[src/hw/rtl/hgpe_pkg.sv]
package hgpe_pkg;

  // input transaction: one led colour
  typedef struct packed {
    logic [8:0] hue;
    logic [7:0] sat_byte;
    logic [7:0] level;
  } hsv_t;

  // output transaction: one bit slot of the serial word
  typedef struct packed {
    logic [15:0] pulse_width;
    logic        last_bit;
  } pulse_t;

  // colour word in wire order, green first
  typedef struct packed {
    logic [7:0] g;
    logic [7:0] r;
    logic [7:0] b;
  } grb_t;

  localparam int unsigned WordBits = 24;
  localparam int unsigned CntW     = $clog2(WordBits);

  localparam logic [8:0] HueMax    = 9'd359;
  localparam logic [7:0] GraySat   = 8'd255;
  localparam logic [5:0] SectorDeg = 6'd60;

  // floor(x / 60) = (x * recip) >> shift, exact over the ranges used here
  localparam logic [10:0] HueRecip  = 11'd1093;   // shift 16, x <= 359
  localparam logic [14:0] RampRecip = 15'd17477;  // shift 20, x <= 15300

  localparam int unsigned CfgIdxW = 8;
  localparam logic [CfgIdxW-1:0] CfgWidthOne  = 8'd0;
  localparam logic [CfgIdxW-1:0] CfgWidthZero = 8'd1;

endpackage

[src/hw/rtl/hgpe_color_pipe.sv]
module hgpe_color_pipe import hgpe_pkg::*; (
  input  logic clk_i,
  input  logic rst_ni,
  input  logic valid_i,
  output logic ready_o,
  input  hsv_t hsv_i,
  output logic valid_o,
  input  logic ready_i,
  output grb_t grb_o
);

  logic v1_q, v2_q, v3_q, v4_q;
  logic rdy1, rdy2, rdy3, rdy4;

  assign rdy4    = !v4_q || ready_i;
  assign rdy3    = !v3_q || rdy4;
  assign rdy2    = !v2_q || rdy3;
  assign rdy1    = !v1_q || rdy2;
  assign ready_o = rdy1;
  assign valid_o = v4_q;

  // stage 1: clamp, sector, base
  logic [8:0]  hue_c;
  logic [19:0] hue_prod;
  logic [15:0] sv_prod;
  logic [8:0]  hue1_q;
  logic [2:0]  sec1_q;
  logic [7:0]  base1_q, lvl1_q;
  logic        gray1_q;

  assign hue_c    = (hsv_i.hue > HueMax) ? HueMax : hsv_i.hue;
  assign hue_prod = 20'(hue_c) * 20'(HueRecip);
  assign sv_prod  = 16'(hsv_i.sat_byte) * 16'(hsv_i.level);

  always_ff @(posedge clk_i) begin
    if (rdy1) begin
      hue1_q  <= hue_c;
      sec1_q  <= hue_prod[18:16];
      base1_q <= sv_prod[15:8];
      lvl1_q  <= hsv_i.level;
      gray1_q <= (hsv_i.sat_byte == GraySat);
    end
  end

  // stage 2: offset within sector, ramp direction, span
  logic [8:0] sec_deg;
  logic [5:0] f2;
  logic [5:0] x2_q;
  logic [7:0] diff2_q, base2_q, lvl2_q;
  logic [2:0] sec2_q;
  logic       gray2_q;

  assign sec_deg = 9'(sec1_q) * 9'(SectorDeg);
  assign f2      = 6'(hue1_q - sec_deg);

  always_ff @(posedge clk_i) begin
    if (rdy2) begin
      x2_q    <= sec1_q[0] ? (SectorDeg - f2) : f2;
      diff2_q <= lvl1_q - base1_q;
      base2_q <= base1_q;
      lvl2_q  <= lvl1_q;
      sec2_q  <= sec1_q;
      gray2_q <= gray1_q;
    end
  end

  // stage 3: span times position
  logic [13:0] prod3_q;
  logic [7:0]  base3_q, lvl3_q;
  logic [2:0]  sec3_q;
  logic        gray3_q;

  always_ff @(posedge clk_i) begin
    if (rdy3) begin
      prod3_q <= 14'(diff2_q) * 14'(x2_q);
      base3_q <= base2_q;
      lvl3_q  <= lvl2_q;
      sec3_q  <= sec2_q;
      gray3_q <= gray2_q;
    end
  end

  // stage 4: divide by 60, add floor, place channels
  logic [28:0] q_prod;
  logic [7:0]  ramp;
  grb_t        grb_d, grb_q;

  assign q_prod = 29'(prod3_q) * 29'(RampRecip);
  assign ramp   = q_prod[27:20] + base3_q;

  always_comb begin
    grb_d = '{g: lvl3_q, r: lvl3_q, b: lvl3_q};
    if (!gray3_q) begin
      case (sec3_q)
        3'd0:    grb_d = '{g: ramp,    r: lvl3_q,  b: base3_q};
        3'd1:    grb_d = '{g: lvl3_q,  r: ramp,    b: base3_q};
        3'd2:    grb_d = '{g: lvl3_q,  r: base3_q, b: ramp};
        3'd3:    grb_d = '{g: ramp,    r: base3_q, b: lvl3_q};
        3'd4:    grb_d = '{g: base3_q, r: ramp,    b: lvl3_q};
        default: grb_d = '{g: base3_q, r: lvl3_q,  b: ramp};
      endcase
    end
  end

  always_ff @(posedge clk_i) begin
    if (rdy4) begin
      grb_q <= grb_d;
    end
  end

  assign grb_o = grb_q;

  always_ff @(posedge clk_i or negedge rst_ni) begin
    if (!rst_ni) begin
      v1_q <= 1'b0;
      v2_q <= 1'b0;
      v3_q <= 1'b0;
      v4_q <= 1'b0;
    end else begin
      if (rdy1) v1_q <= valid_i;
      if (rdy2) v2_q <= v1_q;
      if (rdy3) v3_q <= v2_q;
      if (rdy4) v4_q <= v3_q;
    end
  end

endmodule

[src/hw/rtl/hsv_to_grb_pulse_encoder.sv]
// hsv to grb pulse-width encoder for a serial led strip
//
// input channel (in_valid_i / in_ready_o / in_data_i): one transaction per
// led colour, hue in degrees (above 359 saturates to 359), s byte, level v
// output channel (out_valid_o / out_ready_i / out_data_o): 24 transactions per
// colour, the timer compare value for each bit of the g,r,b word, msb first,
// last_bit set on the 24th
// config channel (cfg_valid_i / cfg_ready_o / cfg_index_i / cfg_data_i):
// index 0 sets the width for a one bit, index 1 the width for a zero bit,
// other indexes are dropped; always ready, write only while idle
// the first bit becomes valid once the colour has moved through the pipe
// (three more colour stages after the input stage, then the shifter loads)
// the bit shifter sets the colour rate; it emits one bit per cycle while
// out_ready_i is high, and the next word loads in the cycle the last bit leaves, so
// bits stream without gaps while colours keep coming
// the four-stage colour pipe takes colours every cycle until it is full
// reset clears all valid flags and both widths to zero
// a stalled receiver freezes the shifter; the colour pipe fills up and then
// drops in_ready_o, nothing is lost or repeated
module hsv_to_grb_pulse_encoder import hgpe_pkg::*; (
  input  logic               clk_i,
  input  logic               rst_ni,
  input  logic               in_valid_i,
  output logic               in_ready_o,
  input  hsv_t               in_data_i,
  output logic               out_valid_o,
  input  logic               out_ready_i,
  output pulse_t             out_data_o,
  input  logic               cfg_valid_i,
  output logic               cfg_ready_o,
  input  logic [CfgIdxW-1:0] cfg_index_i,
  input  logic [15:0]        cfg_data_i
);

  // configuration registers
  logic [15:0] width_one_q, width_zero_q;

  assign cfg_ready_o = 1'b1;

  always_ff @(posedge clk_i or negedge rst_ni) begin
    if (!rst_ni) begin
      width_one_q  <= '0;
      width_zero_q <= '0;
    end else if (cfg_valid_i) begin
      unique case (cfg_index_i)
        CfgWidthOne:  width_one_q  <= cfg_data_i;
        CfgWidthZero: width_zero_q <= cfg_data_i;
        default: ;
      endcase
    end
  end

  // colour conversion pipeline
  logic pipe_valid, pipe_ready;
  grb_t pipe_grb;

  hgpe_color_pipe u_color_pipe (
    .clk_i   (clk_i),
    .rst_ni  (rst_ni),
    .valid_i (in_valid_i),
    .ready_o (in_ready_o),
    .hsv_i   (in_data_i),
    .valid_o (pipe_valid),
    .ready_i (pipe_ready),
    .grb_o   (pipe_grb)
  );

  // bit shifter, doubles as the output register
  logic [WordBits-1:0] word_q;
  logic [CntW-1:0]     cnt_q;
  logic                ser_valid_q;
  logic                last, out_fire, load;

  assign last       = (cnt_q == CntW'(WordBits - 1));
  assign out_fire   = ser_valid_q && out_ready_i;
  // free when empty or when the final bit leaves this cycle
  assign pipe_ready = !ser_valid_q || (out_ready_i && last);
  assign load       = pipe_valid && pipe_ready;

  always_ff @(posedge clk_i or negedge rst_ni) begin
    if (!rst_ni) begin
      ser_valid_q <= 1'b0;
      cnt_q       <= '0;
    end else if (load) begin
      ser_valid_q <= 1'b1;
      cnt_q       <= '0;
    end else if (out_fire) begin
      ser_valid_q <= !last;
      cnt_q       <= cnt_q + 1'b1;
    end
  end

  always_ff @(posedge clk_i) begin
    if (load) begin
      word_q <= pipe_grb;
    end else if (out_fire) begin
      word_q <= {word_q[WordBits-2:0], 1'b0};
    end
  end

  assign out_valid_o            = ser_valid_q;
  assign out_data_o.pulse_width = word_q[WordBits-1] ? width_one_q : width_zero_q;
  assign out_data_o.last_bit    = last;

  // a bit taken mid-word moves to the next bit and keeps the word alive
  assert property (@(posedge clk_i) disable iff (!rst_ni)
    (out_fire && !last) |=> (out_valid_o && cnt_q == $past(cnt_q) + 1'b1))
    else $error("bit counter did not advance");

  // the final bit with nothing queued empties the shifter
  assert property (@(posedge clk_i) disable iff (!rst_ni)
    (out_fire && last && !pipe_valid) |=> !out_valid_o)
    else $error("word repeated after last bit");

  // a new word always starts at its first bit
  assert property (@(posedge clk_i) disable iff (!rst_ni)
    load |=> (out_valid_o && cnt_q == '0 && word_q == $past(pipe_grb)))
    else $error("word load failed");

  // stalled receiver freezes the shifter
  assert property (@(posedge clk_i) disable iff (!rst_ni)
    (ser_valid_q && !out_ready_i) |=> ($stable(word_q) && $stable(cnt_q)))
    else $error("shifter moved during stall");

endmodule
[config.mk]
export PLATFORM = sky130hd
export DESIGN_NAME = hsv_to_grb_pulse_encoder
export DESIGN_NICKNAME = d
export VERILOG_FILES = /design/src/hw/rtl/hgpe_pkg.sv /design/src/hw/rtl/hgpe_color_pipe.sv /design/src/hw/rtl/hsv_to_grb_pulse_encoder.sv
export SDC_FILE = /design/constraint.sdc
export NUM_CORES = 1
export LEC_CHECK = 0
export ABC_AREA = 1
export BUFFER_PORTS_ARGS = -buffer_cell sky130_fd_sc_hd__buf_2
export CORE_MARGIN = 1
export CORE_UTILIZATION = 50
export DETAILED_ROUTE_END_ITERATION = 8
export PLACE_DENSITY = 0.67
export SYNTH_ARGS = -nofsm -noshare
export SYNTH_HDL_FRONTEND = slang
export SYNTH_SLANG_ARGS = --single-unit
[constraint.sdc]
create_clock -name clk_i -period 10.25 [get_ports clk_i]
set_input_delay 0.5125 -clock clk_i [delete_from_list [all_inputs] [get_ports clk_i]]
set_output_delay 0.5125 -clock clk_i [all_outputs]
set_load 0.02 [all_outputs]
== Yosys cells after proc, flatten, opt, wreduce, memory -nomap -nowiden ==
Cells that the tools add are included.

* Bits in registers: 184
* Input port bits: 54
* Output and inout bits: 20

* Reductions and logical operators: 19
* Equality and inequality tests: 7
* Muxes and demuxes: 11
* $mul: 5
* Magnitude comparators: 1
* Add/sub/neg operators: 5

{| class="wikitable"
|+ Operators by type and width
! cell !! number
|-
| one-hot mux 24 bit (5 select lines) || 1
|-
| two-way mux 24 bit || 3
|-
| multiplier 14 x 15 -> 28 bit (second input constant) || 1
|-
| multiplier 9 x 11 -> 19 bit (second input constant) || 1
|-
| multiplier 8 x 8 -> 16 bit || 1
|-
| two-way mux 16 bit || 1
|-
| multiplier 8 x 6 -> 14 bit || 1
|-
| two-way mux 5 bit || 2
|-
| > comparator 9 bit (second input constant) || 1
|-
| two-way mux 9 bit || 1
|-
| adder 8 bit || 1
|-
| == test 8 x 1 -> 1 bit (second input constant) || 1
|-
| == test 8 bit (second input constant) || 1
|-
| logical NOT 8 bit || 1
|-
| subtractor 8 bit || 1
|-
| == test 3 x 2 -> 1 bit (second input constant) || 2
|-
| logical NOT 1 bit || 6
|-
| two-way mux 6 bit || 1
|-
| subtractor 6 bit || 1
|-
| subtractor 6 bit (first input constant) || 1
|-
| adder 5 x 1 -> 5 bit (second input constant) || 1
|-
| == test 5 bit (second input constant) || 1
|-
| logical OR 1 bit || 5
|-
| multiplier 3 x 4 -> 4 bit (second input constant) || 1
|-
| 7 further kinds || 11
|}

== Longest topological paths before layout ==
Gate-level depths: netlist (run 1).

* Word-level depth: 7
* Depth in mapped cells: 31
* Mapped depth without buffers: 31

== Modules after synthesis ==
A second synthesis (run 1) with hierarchy kept.

* Cells, all modules: 1,610
* Area total of the unflattened synthesis: 14,707.9 µm²

{| class="wikitable"
|+ By module, submodules not included
! module !! cells an instance !! area each (µm²) !! instances !! seq. area each (µm²)
|-
| hgpe_color_pipe || 1,296 || 11,863.9 || 1 || 3,643.5
|-
| hsv_to_grb_pulse_encoder || 314 || 2,844.0 || 1 || 1,671.6
|}

== Worst setup path after synthesis (run 1) ==
Ideal clock, no wire load.

* Path type: reg-to-reg
* From: register u_color_pipe.prod3_q[13]
* To: register u_color_pipe.grb_q, in the netlist u_color_pipe.grb_o[14] (data pin)
* Path slack: 5,021 ps
* Library setup time: 252 ps
* Cell stages (with the launch flop): 29
* Arrival time: 4,977 ps
* Path buffers: 0
* Period minus slack after synthesis: 5,229 ps
* Required time: 9,998 ps
* Cell sequence: edfxtp_1 ha_1 fa_1 fa_1 fa_1 fa_1 ha_1 nand2_1 inv_1 nand2_1 nand2_1 inv_1 nor2_1 nor2_1 nand3_1 a21oi_1 nor2_1 nand2_1 nand2_1 ha_1 a21oi_1 o21ai_0 nand2_1 nand2_1 a21oi_1 xor2_1 o21ai_0 nand2_1 nand2_1

{| class="wikitable"
|+ RTL lines
! item !! line !! source
|-
| start: declaration || hgpe_color_pipe.sv:68 || <nowiki>logic [13:0] prod3_q;</nowiki>
|-
| start signal: assignment || hgpe_color_pipe.sv:75 || <nowiki>prod3_q <= 14'(diff2_q) * 14'(x2_q);</nowiki>
|-
| end signal: assignment || hgpe_color_pipe.sv:107 || <nowiki>grb_q <= grb_d;</nowiki>
|-
| end: declaration || hgpe_color_pipe.sv:86 || <nowiki>grb_t grb_d, grb_q;</nowiki>
|}

==> qor.csv, run 1 <==
metric,value,unit
# IOs,74,
status,"finished, final reports clean",
Mapped Cells,1603,
clock skew,0.0158,ns
layout cells sized above 1,9.39,%
crit path max fanout,5,
Post-Route WL,28700,um
"Async S/R FF share, synth",22.8,%
# port buffers,72,
Finished Layout Cells,2056,
Clock Latency Late Sink,0.44,ns
Overflow after GRT,0,
ant diodes,0,
Die X-Extent,174,um
Global Route Usage Sum,20.2,%
synthesized cell area,14800,um2
largest area contributor in the netlist,edfxtp_1,
crit-path max cell delay,0.49,ns
Worst VDD drop,0.121,mV
WP data required,10.44,ns
final slew viol count,0,
CTS tree,yes,
Cell variety after synth,53,
Setup TNS,0,ns
Tcrit/Tclk final,55.7,%
die height,174,um
pin count of the biggest net entering global routing,43,
Max-slew headroom,28.7,%
crit path time final,5.71,ns
hold_buf cts,0,
area grow syn2layout,8.57,%
DIE AREA,30200,um2
Routed Antenna Nets,0,
Final setup viols,0,
"Seq/Total Area, Yosys",36.0,%
row count,62,
Num CTS Buffers,17,
CTS H-tree depth,4,
Crit Path Class,reg2reg,
"Top FF cell, synth",edfxtp_1,
DRT Pass-1 Iters,6,
count of flip-flops with a built-in enable after synthesis,142,
hpwl dp,23000,um
Synth Area per Inst,9.22,um2
Core Box Area,28900,um2
Vias per Instance,5.02,
first-pass GRT wire length,49300,um
kind of start point of the critical path,flip-flop,
Initial Utilization,51.2,%
routed vias,10300,
placed cell count,2024,
drt drc,0,
Least-Margin Pin Slew,1.07,ns
worst min-delay path class,in2async,
Final Net Count,1994,
final hold violation count,0,
Max Clk Rate,175,MHz
number of global-route vias before repair,10400,
Pleak,8.30,nW
initial antenna violation count,0,
Routed WL per cell,13.9,um
Yosys reg bits,184,
CP max stage cell,edfxtp_1,
initial detailed-routing violation count,722,
Post-CTS Resized,0,
clk sinks,184,
PwrDens,142,nW/um2
largest cells by area after synthesis,"edfxtp_1 29%, ha_1 16%, fa_1 12%, nand2_1 10%, inv_1 7.7%",
syn_nets,1938,
global route hottest layer,met2,
GRT met1 Usage,26.0,%
warnings from Yosys,0,
"CTS clk-pin slew, worst paths",0.07,ns
"commonest non-fill, non-tap cell in the layout",nand2_1,
Critical Path AT,5.90,ns
met2 Use GR,35.6,%
Post-CTS Setup Bufs,0,
CTS root buf,clkbuf_16,
most frequent cells in the layout,"395 x nand2_1, 304 x inv_1, 191 x ha_1",
Synth top area share,28.9,%
Clock Path Buffers,2,
Placer Congestion,0.929,
CP Capture Type,flip-flop,
GR Layer Usage met3,3.00,%
Crit path top cell by count,nand2_1,
max_cap viols,0,
RSZ-0062 raised after global routing,no,
per-stage QoR:
stage | hold WS, ns | total power, mW | instance area, um2 | utilization (%) | worst slack (ns)
6_report | 0.216 | 2.28 | 16000 | 55.6 | 4.54
4_1_cts | 0.239 | 2.31 | 16000 | 55.6 | 4.55
3_3_place_gp | 0.405 | 1.64 | 15500 | 53.6 | 4.71
3_5_place_dp | 0.405 | 1.66 | 15500 | 53.6 | 4.58
5_1_grt | 0.277 | 2.45 | 16000 | 55.6 | 4.08
2_1_floorplan | 0.217 | 1.48 | 14800 | - | 5.02
synth_stat cells, types with 16 or more instances:
cell	count
mux2_2	16
nor2_1	55
o21ai_0	35
o21ai_1	40
ha_1	191
dfrtp_1	42
nand3_1	28
edfxtp_1	142
fa_1	90
clkbuf_1	23
nand2_1	395
xor2_1	34
a21oi_1	62
xnor2_1	16
inv_1	303
final cells by class:
class                           instances  area, um2
Multi-Input combinational cell       1065       8090
Timing Repair Buffer                   75        383
Fill cell                            2606      12800
Inverter                              316       1190
Sequential cell                       184       5320
Clock buffer                           20        478
Clock inverter                         12        105
Tap cell                              384        480
path summary, 6_finish.rpt:
kind / start / endpoint / slack, ns / depth (start not counted)
min in group clk_i: in_valid_i / u_color_pipe.v1_q / 0.27 / 3
max: u_color_pipe.prod3_q[5] / u_color_pipe.grb_o[22] / 4.54 / 29
min: rst_ni / cnt_q[4] / 0.22 / 1
min reg2reg: u_color_pipe.lvl2_q[3] / u_color_pipe.lvl3_q[3] / 0.42 / 0
max reg2reg: u_color_pipe.prod3_q[5] / u_color_pipe.grb_o[22] / 4.54 / 29
max in group asynchronous: rst_ni / width_one_q[11] / 9.45 / 1
report_power, final:
group | internal (mW) | switching [mW] | total [mW]
combinational | 0.296 | 0.456 | 0.751
sequential | 0.869 | 0.0256 | 0.895
clock | 0.347 | 0.291 | 0.638
registers in the layout, summed over array words and instances (netlist names), 3 cells and up:
register and cells:
u_color_pipe.lvl1_q 8, u_color_pipe.hue1_q 6, u_color_pipe.base3_q 8, cnt_q 5, u_color_pipe.base1_q 8, u_color_pipe.diff2_q 8
u_color_pipe.prod3_q 14, u_color_pipe.lvl2_q 8, u_color_pipe.base2_q 8, width_zero_q 16, u_color_pipe.grb_o 24, width_one_q 16
word_q 24, u_color_pipe.sec1_q 3, u_color_pipe.x2_q 6, u_color_pipe.sec3_q 3, u_color_pipe.lvl3_q 8, u_color_pipe.sec2_q 3
worst max-delay path: cells and delay by family (launching register included):
| family | cells | cell delay [ns] |
|---|---|---|
| adder cells (fa/ha/maj) | 8 | 2.65 |
| AO/OA/AOI/OAI | 6 | 1.03 |
| AND/OR/NAND/NOR | 11 | 0.84 |
| flip-flops | 1 | 0.49 |
| XOR/XNOR | 1 | 0.23 |
| buffers and inverters | 3 | 0.22 |
per-layer routing:
metal	share of wire, %	vias to the layer above
li1	-	5277
met1	45	4837
met2	50	185
met3	3.9	23
met4	1.0	0
met5	0	-
kinds of logic after synthesis:
kind of cell	count (synthesis)	synth area share (%)
other	1	0.0254
AND/OR/NAND/NOR	524	14.7
multiplexers	16	1.22
XOR/XNOR	50	2.96
AO/OA/AOI/OAI	193	7.51
adder cells (fa/ha/maj)	281	28.4
buffers and inverters	354	9.26
flip-flops	184	36.0
Note: power is estimated with default switching activity, not from simulation.
==> run 2: changes to the inputs <==
Settings changed: ABC_AREA 1 to 0, PLACE_DENSITY 0.67 to 0.7.
Clock period 10.25 ns to 4.8 ns, I/O delays scaled along.
==> qor.csv, run 2 <==
metric,value,unit,change
status,finished with violations,,"was finished, final reports clean"
failing checks,setup timing,,
ant diodes,0,,unchanged
first-pass GRT wire length,44800,um,was 49300 um
Placer Congestion,0.853,,was 0.929
initial antenna violation count,0,,unchanged
Reg power frac,40.0,%,was 39.2%
simple logic cell fraction of the synthesized area,11.1,%,was 14.7%
Synth Area per Inst,11.2,um2,was 9.22 um2
number of global-route vias before repair,9472,,was 10400
P_sw,1.50,mW,was 0.773 mW
fill cell count,2187,,was 2606
"CTS clk-pin slew, worst paths",0.08,ns,was 0.07 ns
area of the multi-input gates,8120,um2,was 8090 um2
Max Clk Rate,171,MHz,was 175 MHz
"commonest non-fill, non-tap cell in the layout",ha_1,,was nand2_1
# IOs,74,,unchanged
CTS H-tree depth,4,,unchanged
Clock Path Buffers,2,,unchanged
Overflow after GRT,0,,unchanged
pin count of the biggest net entering global routing,43,,unchanged
worst min-delay path class,in2reg,,was in2async
die height,169,um,was 174 um
row count,60,,was 62
Vias per Instance,5.18,,was 5.02
final hold violation count,0,,unchanged
DRT Pass-1 Iters,5,,was 6
Num CTS Buffers,17,,unchanged
fraction of the mapped netlist area in adder cells,30.1,%,was 28.4%
largest area contributor in the netlist,edfxtp_1,,unchanged
Final setup viols,22,,was 0
syn_nets,1581,,was 1938
Die X-Extent,169,um,was 174 um
"Top FF cell, synth",edfxtp_1,,unchanged
count of flip-flops with a built-in enable after synthesis,142,,unchanged
Routed Antenna Nets,0,,unchanged
max_cap viols,0,,unchanged
synthesized cell area,13900,um2,was 14800 um2
# port buffers,72,,unchanged
CP max stage cell,fa_1,,was edfxtp_1
largest family of logic cells by synthesized area,adder cells,,unchanged
drt drc,0,,unchanged
crit path time final,5.86,ns,was 5.71 ns
sw frac,31.4,%,was 33.8%
Crit Path Class,reg2reg,,unchanged
RSZ-0062 raised after global routing,yes,,was no
clk sinks,184,,unchanged
CTS root buf,clkbuf_16,,unchanged
largest cells by area after synthesis,"edfxtp_1 31%, ha_1 17%, fa_1 13%, dfrtp_1 7.6%, inv_1 4.4%",,"was edfxtp_1 29%, ha_1 16%, fa_1 12%, nand2_1 10%, inv_1 7.7%"
top cell family by delay on the critical path,adder cells,,unchanged
kind of start point of the critical path,flip-flop,,unchanged
most frequent cells in the layout,"184 x ha_1, 161 x inv_1, 152 x nand2_1",,"was 395 x nand2_1, 304 x inv_1, 191 x ha_1"
"Seq/Total Area, Yosys",38.2,%,was 36.0%
layout cells sized above 1,19.0,%,was 9.39%
post-synthesis mux area share,4.04,%,was 1.22%
WP data required,4.99,ns,was 10.44 ns
Initial Utilization,51.4,%,was 51.2%
crit path max fanout,4,,was 5
Routed WL per cell,14.8,um,was 13.9 um
Core Box Area,27100,um2,was 28900 um2
Final Util,59.0,%,was 55.6%
clock skew,0.0188,ns,was 0.0158 ns
Hold WS,0.0520,ns,was 0.216 ns
Least-Margin Pin Slew,1.12,ns,was 1.07 ns
Yosys reg bits,184,,unchanged
clock network power share,28.4,%,was 27.9%
logic gate share of total power,31.6,%,was 32.9%
hpwl dp,20000,um,was 23000 um
internal cell power,3.27,mW,was 1.51 mW
Critical Path AT,6.05,ns,was 5.90 ns
PwrDens,298,nW/um2,was 142 nW/um2
CP Capture Type,flip-flop,,unchanged
CTS tree,yes,,unchanged
Max-slew headroom,25.1,%,was 28.7%
Pleak,7.52,nW,was 8.30 nW
area grow syn2layout,14.8,%,was 8.57%
Crit path top cell by count,fa_1,,was nand2_1
Tcrit/Tclk final,122,%,was 55.7%
initial detailed-routing violation count,525,,was 722
Clock Latency Late Sink,0.44,ns,about the same
Synth top cells by count,"191 x ha_1, 164 x inv_1, 152 x nand2_1, 142 x edfxtp_1, 90 x fa_1",,"was 395 x nand2_1, 303 x inv_1, 191 x ha_1, 142 x edfxtp_1, 90 x fa_1"
DIE AREA,28500,um2,was 30200 um2
"Critical Path, Cell by Cell",ha_4 > fa_1 > fa_1 > fa_2 > fa_1 > ha_1 > nand2_1 > a211o_1 > or3_1 > a21bo_2 > nor2b_4 > xnor2_2 > ha_4 > inv_2 > fa_2 > nor2b_1 > o21a_1 > o21a_1 > o211ai_1 > nand3b_1 > a221oi_2 > a221o_1,,
Post-Route WL,26100,um,was 28700 um
Cell variety after synth,63,,was 53
register area,5320,um2,unchanged
Synth top area share,30.6,%,was 28.9%
Worst VDD drop,0.236,mV,was 0.121 mV
top-count cell post-synth,ha_1,,was nand2_1
warnings from Yosys,0,,unchanged
final slew viol count,0,,unchanged
WP buf/inv,1,,was 3
Synth Area in Compound Gates,8.16,%,was 7.51%
Mapped Cells,1246,,was 1603
crit-path max cell delay,0.46,ns,was 0.49 ns
Global Route Usage Sum,19.6,%,was 20.2%
Post-Synth XOR/XNOR Area,3.15,%,was 2.96%
"Async S/R FF share, synth",22.8,%,unchanged
routed vias,9120,,was 10300
Setup WS post-layout,-1.06,ns,was 4.54 ns
Final Net Count,1710,,was 1994
Setup TNS,-16.90,ns,was 0 ns
==> run 2: worst reg2reg max path, stage by stage, from the launching register on <==
cell,delay (ns)
edfxtp_1,0.45
ha_4,0.30
fa_1,0.42
fa_1,0.46
fa_2,0.35
fa_1,0.44
ha_1,0.31
nand2_1,0.07
a211o_1,0.25
or3_1,0.31
a21bo_2,0.22
nor2b_4,0.14
xnor2_2,0.19
ha_4,0.16
inv_2,0.04
fa_2,0.36
nor2b_1,0.13
o21a_1,0.20
o21a_1,0.15
o211ai_1,0.17
nand3b_1,0.15
a221oi_2,0.07
a221o_1,0.30
==> run 2: area by class of cell <==
type | instances | area share [%]
multi-input cells | 871 | 50.8
inverters | 164 | 3.85
well taps | 372 | 2.91
clock buffers | 17 | 2.66
flip-flops and latches | 184 | 33.3
clock inverters | 15 | 0.987
repair buffers | 137 | 5.51
==> run 2: worst paths after layout <==
path                                          end  slack, ns  cells past startpoint                startpoint
setup / recovery           u_color_pipe.grb_o[14]      -1.06                     22  u_color_pipe.prod3_q[11]
hold / removal                    width_zero_q[6]       0.05                      2             cfg_data_i[6]
setup reg to reg           u_color_pipe.grb_o[14]      -1.06                     22  u_color_pipe.prod3_q[11]
hold reg to reg            u_color_pipe.lvl3_q[1]       0.42                      0    u_color_pipe.lvl2_q[1]
max in group asynchronous          width_one_q[6]       3.74                      2                    rst_ni
min in group asynchronous         width_zero_q[2]       0.48                      2                    rst_ni
==> run 2: through the flow <==
step / area, um2 / power, mW / std cells / setup slack [ns]
after floorplan: 13900 / 2.94 / 1246 / -0.813
after global placement: 15100 / 3.30 / 1720 / -0.971
after global routing: 16000 / 5.07 / 1760 / -1.27
after CTS: 15900 / 4.78 / 1758 / -1.05
final: 16000 / 4.77 / 1760 / -1.06
after detailed placement: 15100 / 3.34 / 1720 / -1.07
==> run 2: per-layer routing <==
metal	GRT usage [%]	routed length (um)	vias to the layer above
met3	2.53	780	18
met5	0	0	-
met4	4.78	228	0
met1	25.8	12100	4389
met2	34.3	13100	165
li1	-	-	4548
==> run 2: kinds of logic (layout without fill, tap and decap cells) <==
logic type | Yosys count | in the layout
xor gates and xnor gates | 50 | 50
adders and majority gates | 281 | 281
and+or+nand+nor | 321 | 321
muxes | 50 | 50
buffers and inverters | 191 | 333
other | 1 | 1
AOI/OAI and AO/OA | 168 | 168
DFF | 184 | 184
==> run 2: power groups by stage <==
stage                     clock, mW  sequential, mW  combinational (mW)
after floorplan                   0            1.92                1.02
after global placement            0            1.94                1.36
after detailed placement          0            1.94                1.40
after CTS                      1.38            1.91                1.49
after global routing           1.44            1.92                1.71
final                          1.35            1.91                1.51
==> run 2: repair_timing <==
action | CTS | global route
hold buffers | 2 | 0
gates resized for setup | 38 | 16
pin swaps | 19 | 20
setup buffers | 4 | 3
setup endpoints to repair | 24 | 24
hold endpoints to repair | 43 | 0
==> run 3: changes to the inputs <==
Settings changed: PLACE_DENSITY 0.7 to 0.67.
Clock period 4.8 ns to 6.89 ns, I/O delays scaled along.
==> qor.csv, run 3 (synthesis gave the netlist of run 2 again) <==
metric,value,unit,change
hpwl dp,19500,um,was 20000 um
Final Net Count,1650,,was 1710
area of the multi-input gates,7880,um2,was 8120 um2
Finished Layout Cells,1700,,was 1760
Clock Path Buffers,2,,unchanged
crit-path max cell delay,0.55,ns,was 0.46 ns
Die X-Extent,169,um,unchanged
pre-CTS WS,0.645,ns,was -1.07 ns
"Critical Path, Cell by Cell",ha_1 > fa_1 > fa_1 > fa_1 > fa_1 > ha_1 > nand2_1 > a211o_1 > or3_1 > a21bo_2 > o2bb2ai_1 > xnor2_1 > ha_1 > a21o_1 > a211oi_1 > o21bai_1 > o31ai_1 > xnor2_1 > xnor2_1 > a311o_1,,was ha_4 > fa_1 > fa_1 > fa_2 > fa_1 > ha_1 > nand2_1 > a211o_1 > or3_1 > a21bo_2 > nor2b_4 > xnor2_2 > ha_4 > inv_2 > fa_2 > nor2b_1 > o21a_1 > o21a_1 > o211ai_1 > nand3b_1 > a221oi_2 > a221o_1
area grow syn2layout,9.90,%,was 14.8%
register area,5320,um2,unchanged
WP data required,7.07,ns,was 4.99 ns
crit path time final,6.24,ns,was 5.86 ns
final hold violation count,0,,unchanged
# port buffers,72,,unchanged
Final Util,56.4,%,was 59.0%
Post-CTS Setup Bufs,0,,was 4
CTS H-tree depth,4,,unchanged
Reg2Reg Depth,20,,was 22
Initial Utilization,51.4,%,unchanged
DRT Pass-1 Iters,5,,unchanged
Crit path top cell by count,fa_1,,unchanged
# IOs,74,,unchanged
Routed Antenna Nets,0,,unchanged
Critical Path AT,6.42,ns,was 6.05 ns
layout cells sized above 1,12.5,%,was 19.0%
Num CTS Buffers,17,,unchanged
Global Route Usage Sum,18.8,%,was 19.6%
crit path max fanout,4,,unchanged
first-pass GRT wire length,42900,um,was 44800 um
Max-slew headroom,28.1,%,was 25.1%
drt drc,0,,unchanged
CTS tree,yes,,unchanged
Tot Pwr,3.22,mW,was 4.77 mW
Vias per Instance,5.23,,was 5.18
Crit Path Class,reg2reg,,unchanged
WP buf/inv,0,,was 1
CTS root buf,clkbuf_16,,unchanged
clock skew,0.0161,ns,was 0.0188 ns
CP Capture Type,flip-flop,,unchanged
CP max stage cell,fa_1,,unchanged
Tcrit/Tclk final,90.5,%,was 122%
Routed WL per cell,14.6,um,was 14.8 um
Core Box Area,27100,um2,unchanged
initial antenna violation count,0,,unchanged
Post-Route WL,24900,um,was 26100 um
Overflow after GRT,0,,unchanged
worst min-delay path class,in2async,,was in2reg
die height,169,um,unchanged
Post-CTS Resized,0,,was 38
top cell family by delay on the critical path,adder cells,,unchanged
hold_buf cts,0,,was 2
Pleak,7.21,nW,was 7.52 nW
RSZ-0062 raised after global routing,no,,was yes
Placer Congestion,0.878,,was 0.853
max_cap viols,0,,unchanged
kind of start point of the critical path,flip-flop,,unchanged
pin count of the biggest net entering global routing,43,,unchanged
Least-Margin Pin Slew,1.08,ns,was 1.12 ns
most frequent cells in the layout,"191 x ha_1, 164 x inv_1, 152 x nand2_1",,"was 184 x ha_1, 161 x inv_1, 152 x nand2_1"
Setup WS post-layout,0.654,ns,was -1.06 ns
Max Clk Rate,160,MHz,was 171 MHz
PwrDens,211,nW/um2,was 298 nW/um2
"CTS clk-pin slew, worst paths",0.07,ns,was 0.08 ns
row count,60,,unchanged
placed cell count,1668,,was 1720
Setup TNS,0,ns,was -16.90 ns
WP depth,20,,was 22
Worst VDD drop,0.142,mV,was 0.236 mV
Clock Latency Late Sink,0.43,ns,was 0.44 ns
"commonest non-fill, non-tap cell in the layout",ha_1,,unchanged
clk sinks,184,,unchanged
initial detailed-routing violation count,572,,was 525
fill cell count,2312,,was 2187
DIE AREA,28500,um2,unchanged
final slew viol count,0,,unchanged
status,"finished, final reports clean",,was finished with violations
routed vias,8888,,was 9120
number of global-route vias before repair,9044,,was 9472
Final setup viols,0,,was 22
ant diodes,0,,unchanged
-- run 3: changes by cell type in the layout (fill, tap and decap cells not counted), moves of 7 or more --
cell	delta
o21ai_1	-14
buf_4	-53
o21ai_0	+15
a22oi_1	+10
a22oi_2	-10
ha_1	+7
-- run 3: final timing paths --
path / endpoint / slack (ns) / start
setup / recovery: u_color_pipe.grb_o[23] / 0.65 / u_color_pipe.prod3_q[11]
hold / removal: cnt_q[2] / 0.06 / rst_ni
setup reg to reg: u_color_pipe.grb_o[23] / 0.65 / u_color_pipe.prod3_q[11]
hold reg to reg: u_color_pipe.base3_q[2] / 0.42 / u_color_pipe.base2_q[2]
max in group asynchronous: width_zero_q[4] / 6.24 / rst_ni
min in group clk_i: u_color_pipe.v1_q / 0.09 / in_valid_i
-- run 3: cell type report --
cell class,instances,share of cell area [%]
Clock inverter,9,0.581
Clock buffer,23,3.48
Timing Repair Buffer,77,2.60
Sequential cell,184,34.8
Multi-Input combinational cell,871,51.5
Inverter,164,4.02
Tap cell,372,3.04
-- run 3: power by group --
group	total, mW	internal [mW]	switching [mW]
logic	0.898	0.405	0.492
clock network	0.996	0.560	0.436
registers	1.33	1.29	0.0402
-- run 3: through the flow --
| step | instance area, um2 | hold WS, ns |
|---|---|---|
| final | 15300 | 0.0559 |
| after global placement | 14700 | 0.405 |
| after detailed placement | 14700 | 0.405 |
| after global routing | 15300 | 0.0964 |
| after floorplan | 13900 | 0.0489 |
| after CTS | 15300 | 0.0717 |
-- run 3: metal layers --
| layer | GRT usage (%) | wire (um) | vias to the layer above |
|---|---|---|---|
| met5 | 0 | 0 | - |
| met4 | 5.18 | 400 | 0 |
| met3 | 3.09 | 949 | 34 |
| met2 | 32.1 | 12000 | 168 |
| met1 | 24.9 | 11500 | 4261 |
| li1 | - | - | 4425 |
